$ cat config.mk
export PLATFORM = sky130hd
export DESIGN_NAME = sorted_priority_queue
export DESIGN_NICKNAME = d
export VERILOG_FILES = /design/src/hw/rtl/spq_pkg.sv /design/src/hw/rtl/sorted_priority_queue.sv /design/src/hw/rtl/spq_cell.sv
export SDC_FILE = /design/constraint.sdc
export NUM_CORES = 1
export LEC_CHECK = 0
export BUFFER_PORTS_ARGS = -buffer_cell sky130_fd_sc_hd__buf_2
export CORE_ASPECT_RATIO = 0.75
export CORE_MARGIN = 8
export CORE_UTILIZATION = 35
export DETAILED_ROUTE_END_ITERATION = 16
export SYNTH_ARGS = -nofsm -noshare
export SYNTH_HDL_FRONTEND = slang
export SYNTH_HIERARCHICAL = 1
export SYNTH_SLANG_ARGS = --single-unit
$ cat constraint.sdc
create_clock -name i_clk -period 6.7 [get_ports i_clk]
set_clock_uncertainty 0.1 [all_clocks]
set_input_delay 0.335 -clock i_clk [delete_from_list [all_inputs] [get_ports i_clk]]
set_output_delay 0.335 -clock i_clk [all_outputs]
set_load 0.1 [all_outputs]
$ cat src/hw/rtl/spq_pkg.sv
// package for the sorted priority queue: sizes, operation and status codes,
// and the structs passed between the queue cells
// no dependencies

package spq_pkg;

    // number of cells in the row
    localparam int CAPACITY = 16;
    // width of the entry counter, able to hold CAPACITY itself
    localparam int CNT_W = $clog2(CAPACITY + 1);
    localparam int DATA_W = 32;
    localparam int ENTRY_COUNT_W = 5;
    localparam int KIND_W = 2;
    localparam int STATUS_W = 2;

    // operation kinds
    localparam logic [KIND_W-1:0] KIND_PEEK   = 2'd0;
    localparam logic [KIND_W-1:0] KIND_INSERT = 2'd1;
    localparam logic [KIND_W-1:0] KIND_REMOVE = 2'd2;
    localparam logic [KIND_W-1:0] KIND_CLEAR  = 2'd3;

    // result status codes
    localparam logic [STATUS_W-1:0] ST_OK    = 2'd0;
    localparam logic [STATUS_W-1:0] ST_EMPTY = 2'd1;
    localparam logic [STATUS_W-1:0] ST_FULL  = 2'd2;

    // command broadcast to every cell
    typedef struct packed {
        logic                     insert;
        logic                     remove;
        logic                     clear;
        logic signed [DATA_W-1:0] value;
    } t_cmd;

    // what one cell shows its right-hand neighbor
    typedef struct packed {
        logic                     valid;
        logic                     keep;   // valid and not larger than the new value
        logic signed [DATA_W-1:0] value;
    } t_link;

endpackage

$ cat src/hw/rtl/sorted_priority_queue.sv
// sorted priority queue: a row of CAPACITY cells kept in ascending order
// result beat is registered and appears in the cycle after the input beat is accepted
// throughput: one operation per cycle unless a result beat is held by a stalled output
// all cells compare against the inserted value in parallel and shift in one step
// reset (synchronous, active low) empties the queue and drops any pending result
// depends on spq_pkg and spq_cell

module sorted_priority_queue (
    input  logic                         i_clk,
    input  logic                         i_rst_n,
    input  logic                         i_s_tvalid,
    output logic                         o_s_tready,
    // value [31:0]
    input  logic [spq_pkg::DATA_W-1:0]   i_s_tdata,
    // kind [1:0]
    input  logic [spq_pkg::KIND_W-1:0]   i_s_tuser,
    output logic                         o_m_tvalid,
    input  logic                         i_m_tready,
    // status [1:0], head_value [33:2], entry_count [38:34], is_empty [39]
    output logic [39:0]                  o_m_tdata
);
    import spq_pkg::*;

    logic                      s_fire;
    logic [KIND_W-1:0]         kind;
    logic signed [DATA_W-1:0]  in_value;
    logic                      full;
    t_cmd                      cmd;
    t_link                     links [CAPACITY];
    t_link                     left_links [CAPACITY];
    logic [CAPACITY-1:0]       valid_vec;
    logic [CAPACITY-1:0]       right_valid;

    logic [CNT_W-1:0]          r_count;
    logic [CNT_W-1:0]          n_count;
    logic [STATUS_W-1:0]       status;
    logic signed [DATA_W-1:0]  cur_head;
    logic signed [DATA_W-1:0]  head_raw;
    logic signed [DATA_W-1:0]  head;

    logic                      r_m_valid;
    logic [STATUS_W-1:0]       r_status;
    logic signed [DATA_W-1:0]  r_head;
    logic [ENTRY_COUNT_W-1:0]  r_entry_count;
    logic                      r_is_empty;

    // input handshake: a new beat goes in whenever the result slot frees up
    assign o_s_tready = !r_m_valid || i_m_tready;
    assign s_fire     = i_s_tvalid && o_s_tready;
    assign kind       = i_s_tuser;
    assign in_value   = $signed(i_s_tdata);
    assign full       = (r_count >= CNT_W'(CAPACITY));

    // command to the cells
    always_comb begin
        cmd.insert = s_fire && (kind == KIND_INSERT) && !full;
        cmd.remove = s_fire && (kind == KIND_REMOVE) && (r_count != '0);
        cmd.clear  = s_fire && (kind == KIND_CLEAR);
        cmd.value  = in_value;
    end

    // row of cells; cell 0 sees a left neighbor that is valid and always kept
    genvar g;
    generate
        for (g = 0; g < CAPACITY; g++) begin : g_cell
            if (g == 0) begin : g_first
                assign left_links[g].valid = 1'b1;
                assign left_links[g].keep  = 1'b1;
                assign left_links[g].value = '0;
            end else begin : g_rest
                assign left_links[g] = links[g-1];
            end
            if (g == CAPACITY - 1) begin : g_last
                assign right_valid[g] = 1'b0;
            end else begin : g_mid
                assign right_valid[g] = links[g+1].valid;
            end
            assign valid_vec[g] = links[g].valid;

            spq_cell u_cell (
                .i_clk        (i_clk),
                .i_rst_n      (i_rst_n),
                .i_cmd        (cmd),
                .i_left       (left_links[g]),
                .i_right_valid(right_valid[g]),
                .o_link       (links[g])
            );
        end
    endgenerate

    assign cur_head = links[0].valid ? links[0].value : '0;

    // status, count and head after the operation
    always_comb begin
        status   = ST_OK;
        n_count  = r_count;
        head_raw = cur_head;
        unique case (kind)
            KIND_PEEK: begin
                if (r_count == '0) begin
                    status = ST_EMPTY;
                end
            end
            KIND_INSERT: begin
                if (full) begin
                    status = ST_FULL;
                end else begin
                    n_count = r_count + CNT_W'(1);
                    if (!links[0].valid || (in_value < links[0].value)) begin
                        head_raw = in_value;
                    end
                end
            end
            KIND_REMOVE: begin
                if (r_count == '0) begin
                    status = ST_EMPTY;
                end else begin
                    n_count = r_count - CNT_W'(1);
                end
            end
            KIND_CLEAR: begin
                n_count = '0;
            end
            default: begin
                status = ST_OK;
            end
        endcase
        head = (n_count == '0) ? '0 : head_raw;
    end

    // entry counter
    always_ff @(posedge i_clk) begin
        if (!i_rst_n) begin
            r_count <= '0;
        end else if (s_fire) begin
            r_count <= n_count;
        end
    end

    // result register
    always_ff @(posedge i_clk) begin
        if (!i_rst_n) begin
            r_m_valid <= 1'b0;
        end else if (s_fire) begin
            r_m_valid <= 1'b1;
        end else if (i_m_tready) begin
            r_m_valid <= 1'b0;
        end
    end

    always_ff @(posedge i_clk) begin
        if (s_fire) begin
            r_status      <= status;
            r_head        <= head;
            r_entry_count <= ENTRY_COUNT_W'(n_count);
            r_is_empty    <= (n_count == '0);
        end
    end

    assign o_m_tvalid = r_m_valid;
    assign o_m_tdata  = {r_is_empty, r_entry_count, r_head, r_status};

    // counter agrees with the number of valid cells
    a_count_match: assert property (@(posedge i_clk) disable iff (!i_rst_n)
        $countones(valid_vec) == int'(r_count))
        else $error("entry counter disagrees with valid cells");

    // valid cells form a prefix of the row
    a_valid_prefix: assert property (@(posedge i_clk) disable iff (!i_rst_n)
        ((valid_vec & (valid_vec + CAPACITY'(1))) == '0))
        else $error("valid cells are not contiguous from the head");

    // head and second entry stay in order
    a_head_order: assert property (@(posedge i_clk) disable iff (!i_rst_n)
        links[1].valid |-> (links[0].value <= links[1].value))
        else $error("head entry larger than its neighbor");

    // an insert into a full queue leaves the count unchanged
    a_full_drop: assert property (@(posedge i_clk) disable iff (!i_rst_n)
        (s_fire && (kind == KIND_INSERT) && full) |=> (r_count == CNT_W'(CAPACITY)))
        else $error("insert into full queue changed the count");

endmodule

$ cat src/hw/rtl/spq_cell.sv
// one cell of the sorted queue row: holds one entry and its valid bit
// depends on spq_pkg

module spq_cell (
    input  logic           i_clk,
    input  logic           i_rst_n,
    input  spq_pkg::t_cmd  i_cmd,
    input  spq_pkg::t_link i_left,
    input  logic           i_right_valid,
    output spq_pkg::t_link o_link
);
    import spq_pkg::*;

    logic                     r_valid;
    logic                     n_valid;
    logic signed [DATA_W-1:0] r_value;
    logic signed [DATA_W-1:0] n_value;
    logic                     keep;

    // entry stays in place on insert when it is not larger than the new value
    assign keep = r_valid && (r_value <= i_cmd.value);

    // next entry: keep, take the new value, or take the left neighbor's
    always_comb begin
        n_value = r_value;
        n_valid = r_valid;
        if (i_cmd.clear) begin
            n_valid = 1'b0;
        end else if (i_cmd.insert) begin
            n_valid = r_valid | i_left.valid;
            if (!keep) begin
                n_value = i_left.keep ? i_cmd.value : i_left.value;
            end
        end else if (i_cmd.remove) begin
            // the tail cell is the last valid one: it drops out
            n_valid = r_valid & i_right_valid;
        end
    end

    // valid bit is control, entry value is payload
    always_ff @(posedge i_clk) begin
        if (!i_rst_n) begin
            r_valid <= 1'b0;
        end else begin
            r_valid <= n_valid;
        end
    end

    always_ff @(posedge i_clk) begin
        r_value <= n_value;
    end

    assign o_link.valid = r_valid;
    assign o_link.keep  = keep;
    assign o_link.value = r_value;

endmodule

* Word-level counts from Yosys, hierarchy flattened *
Cells that the tools add are included.

operators by class
  $add $sub $neg = 2
  order comparisons = 3
  equal/unequal tests = 3
  mux-type cells = 44
  bitwise operators = 33
  reductions and logical operators = 21

operators with widths
  operator                                             count
  2-to-1 mux 32 bit                                    4
  2-to-1 mux 1 bit                                     35
  less-or-equal comparator 32 bit                      1
  less-than comparator 32 bit                          1
  AND 1 bit                                            15
  OR 1 bit                                             15
  one-hot mux 5 bit (3 select lines)                   1
  logical NOT 5 bit                                    2
  2-to-1 mux 5 bit                                     2
  logical AND 1 bit                                    7
  adder 5 x 1 -> 5 bit, second input constant          1
  >= comparator 5 bit, second input constant           1
  nonzero test 5 bit                                   1
  subtractor 5 x 1 -> 5 bit, second input constant     1
  equality test 2 bit, second input constant           2
  one-hot mux 2 bit (2 select lines)                   1
  nonzero test 2 bit                                   2
  OR reduction 2 bit                                   2
  logical NOT 1 bit                                    3
  inverter 1 bit                                       3
  AND reduction 3 bit                                  1
  equality test 2 x 1 -> 1 bit, second input constant  1
  logical NOT 2 bit                                    1
  logical OR 1 bit                                     2
  2-to-1 mux 2 bit                                     1

storage, ports and cells
  register bits after elaboration = 94
  bits of input ports = 38
  output and inout port bits = 42
  word-level logic and storage cells = 129

* Depth between registers and ports, before layout *
  depth in word-level cells = 7
  gate-level depth with buffers = 11

* Hierarchy *
Netlist, hierarchy kept.

by module, submodules not included
  module                 instances  cells each  area an instance (um^2)  seq. area each (um^2)
  spq_cell               16         195         2,245.9                  980.9
  sorted_priority_queue  1          278         3,027.9                  1,321.3

* Worst setup path before layout *
OpenSTA, ideal clock, no wires.

  path kind = register to register
  start = register r_m_valid (netlist: o_m_tvalid)
  end = register g_cell[0].u_cell.r_value[0], enable pin
  setup time = 0.392 ns
  arrival = 4.518 ns
  required time = 6.208 ns
  setup slack = 1.690 ns
  cell stages (with the launch flop) = 7
  buffers on the path = 0
  clock period less this slack = 5.010 ns
  cells stage by stage = dfxtp_1 nand2b_1 nand2_1 inv_1 and3_1 nor2b_1 and3_1

RTL lines
  element                 RTL line                      text
  from (decl)             sorted_priority_queue.sv:41   logic r_m_valid;
  from (signal assigned)  sorted_priority_queue.sv:143  r_m_valid <= 1'b0;
  from (signal assigned)  sorted_priority_queue.sv:145  r_m_valid <= 1'b1;
  from (signal assigned)  sorted_priority_queue.sv:147  r_m_valid <= 1'b0;
  to (signal assigned)    spq_cell.sv:50                r_value <= n_value;
  to (decl)               spq_cell.sv:16                logic signed [DATA_W-1:0] r_value;

==> results.yml <==
detailed_routing:
  wl_met3_um: 663
  viasPerCell: 5.06
  wire_per_inst_um: 15.8
  num_vias: 4349
  wirelength_mm: 13.6
  drc_errors: 0
  firstDrtPassIters: 4
  top_layer_used: "met4"
  ant_nets: 0
  met2_length_mm: 6.22
  wl_met1_mm: 6.53
  initialDrtViolationCount: 183
setup_path:
  path_class: "reg2reg"
  timing.rr.end: "g_cell[0].u_cell/r_value[30]$_DFFE_PP_"
  crit_required_ns: 6.64
  endpoint_kind: "flop"
  critPathLaunch: "r_count[4]$_SDFFE_PN0P_"
  r2r_start: "r_count[4]$_SDFFE_PN0P_"
  ff2ff_path_depth: 5
  crit_arrival_ns: 3.58
  setup.worst_path.end: "g_cell[0].u_cell/r_value[30]$_DFFE_PP_"
  start_kind: "flop"
  critPathMaxFanout: 33
  rrSetupSlack_ns: 3.06
global_route:
  grt_overflow: 0
  grt_pass1_vias: 4530
  antenna_found_initial: 0
  grt_use_total_pct: 13.0
  grt_pass1_wl_mm: 22.6
  grt_max_degree: 47
floorplan:
  rows: 41
  coreArea_um2: 16800
  die-area_um2: 21600
  die_x_um: 167
  num_io_pins: 80
  fp.dieH_um: 129
  floorplan.initialDensity_pct: 35.7
pwr:
  p_int_mw: 1.06
  comb_power_share_pct: 22.9
  switching_share_pct: 31.9
  peakVddDrop_v: 0.000107
  p_leak_nw: 2.98
  power.net_switching_uw: 497
  powerDensity_nw_per_um2: 227
  p_clk_share_pct: 33.5
  seq_power_share_pct: 43.6
placement:
  dp_hpwl_mm: 10.2
  placed_cells: 843
  port_buffers: 79
  finalWeightedCongestion: 0.834
clock_tree:
  clock_latency_ns: 0.35
  postCtsHoldBufs: 0
  path_clk_slew_ns: 0.06
  root_buffer: "clkbuf_16"
  ctsLongestPathBuffers: 2
  cts_tree: "done"
  postCtsSetupBuffers: 0
  clkSinkCount: 94
  cts_buffers: 9
  post_cts_resized: 0
  htreeDepth: 3
final_layout:
  most-common-layout-cells: "buf_2, edfxtp_1, inv_1, ha_1, a21oi_1"
  syn2layout_area_growth_pct: 14.4
  antenna_cells: 0
  nets: 742
  drive_above_1_share_pct: 22.4
  layout_commonest_cell: "buf_2"
  finalNonFillerCells: 859
sta:
  fin_crit_ns: 3.64
  fmax_mhz: 275
  worst_pin_slew_ns: 1.06
  min_period_over_period_pct: 54.3
  rsz0062_at_grt: "no"
  finalSetupViolations: 0
  final_hold_viol_count: 0
  slew_violations: 0
  relSlewSlack_pct: 29.4
  setup_tns_ns: 0
outcome:
  status: "finished clean"
hold_path:
  hold_class: "in2reg"
flow_run:
  cap_violations: 0
synth:
  syn_area_um2: 5990
  yosys_warnings: 6
  synth_cells: 546
  syn_area_per_cell_um2: 11.0
## power groups by stage
stage          clock, mW  combinational, mW  sequential (mW)
3_5_place_dp           0              0.355            0.691
5_1_grt            0.562              0.383            0.682
3_3_place_gp           0              0.349            0.691
2_1_floorplan          0              0.154            0.820
4_1_cts            0.539              0.356            0.679
6_report           0.522              0.356            0.679
## worst max-delay path, stage by stage (launching register included)
cell     delay (ns)
dfxtp_1        0.45
nor3b_2        0.42
and3_1         0.93
nor2b_1        0.22
and3_1         0.85
buf_4          0.36
## sequential cells by signal, summed over array words and instances, names as in the netlist
name / cells
r_head: 32
r_status: 2
r_count: 5
o_m_tvalid: 1
r_is_empty: 1
g_cell.u_cell/r_valid: 16
g_cell.u_cell/r_value: 32
r_entry_count: 5
## worst min-delay path by stage
stage	from	endpoint	slack, ns	cells after the start
3_3_place_gp	g_cell[15].u_cell/r_valid$_SDFFE_PP0P_	g_cell[15].u_cell/r_valid$_SDFFE_PP0P_	0.41	2
3_5_place_dp	g_cell[7].u_cell/r_valid$_SDFFE_PP0P_	g_cell[7].u_cell/r_valid$_SDFFE_PP0P_	0.43	2
6_report	i_s_tvalid	o_m_tvalid$_SDFFE_PN0P_	0.16	3
4_1_cts	i_s_tvalid	o_m_tvalid$_SDFFE_PN0P_	0.15	3
2_1_floorplan	i_s_tvalid	o_m_tvalid$_SDFFE_PN0P_	0.37	2
5_1_grt	i_s_tvalid	o_m_tvalid$_SDFFE_PN0P_	0.18	3
## through the flow
stage	area, µm²	hold slack (ns)	setup slack (ns)	total power [mW]	util [%]
2_1_floorplan	6120	0.374	1.85	0.975	-
3_3_place_gp	6560	0.413	3.01	1.04	39.1
3_5_place_dp	6560	0.434	2.97	1.05	39.1
4_1_cts	6860	0.148	3.03	1.57	40.9
5_1_grt	6860	0.180	2.78	1.63	40.9
6_report	6860	0.155	3.06	1.56	40.9
## per-layer routing
layer,GRT usage [%],up-vias
li1,-,2180
met1,16.5,2056
met2,20.9,97
met3,4.10,16
met4,3.70,0
met5,0,-
## area by class of cell
| type | instances | area [µm²] |
|---|---|---|
| Sequential cell | 94 | 2600 |
| Tap cell | 215 | 269 |
| Multi-Input combinational cell | 380 | 3000 |
| Inverter | 72 | 270 |
| Fill cell | 1642 | 9910 |
| Clock inverter | 5 | 58.8 |
| Timing Repair Buffer | 82 | 418 |
| Clock buffer | 11 | 243 |
Power figures use the tool's default switching activity.
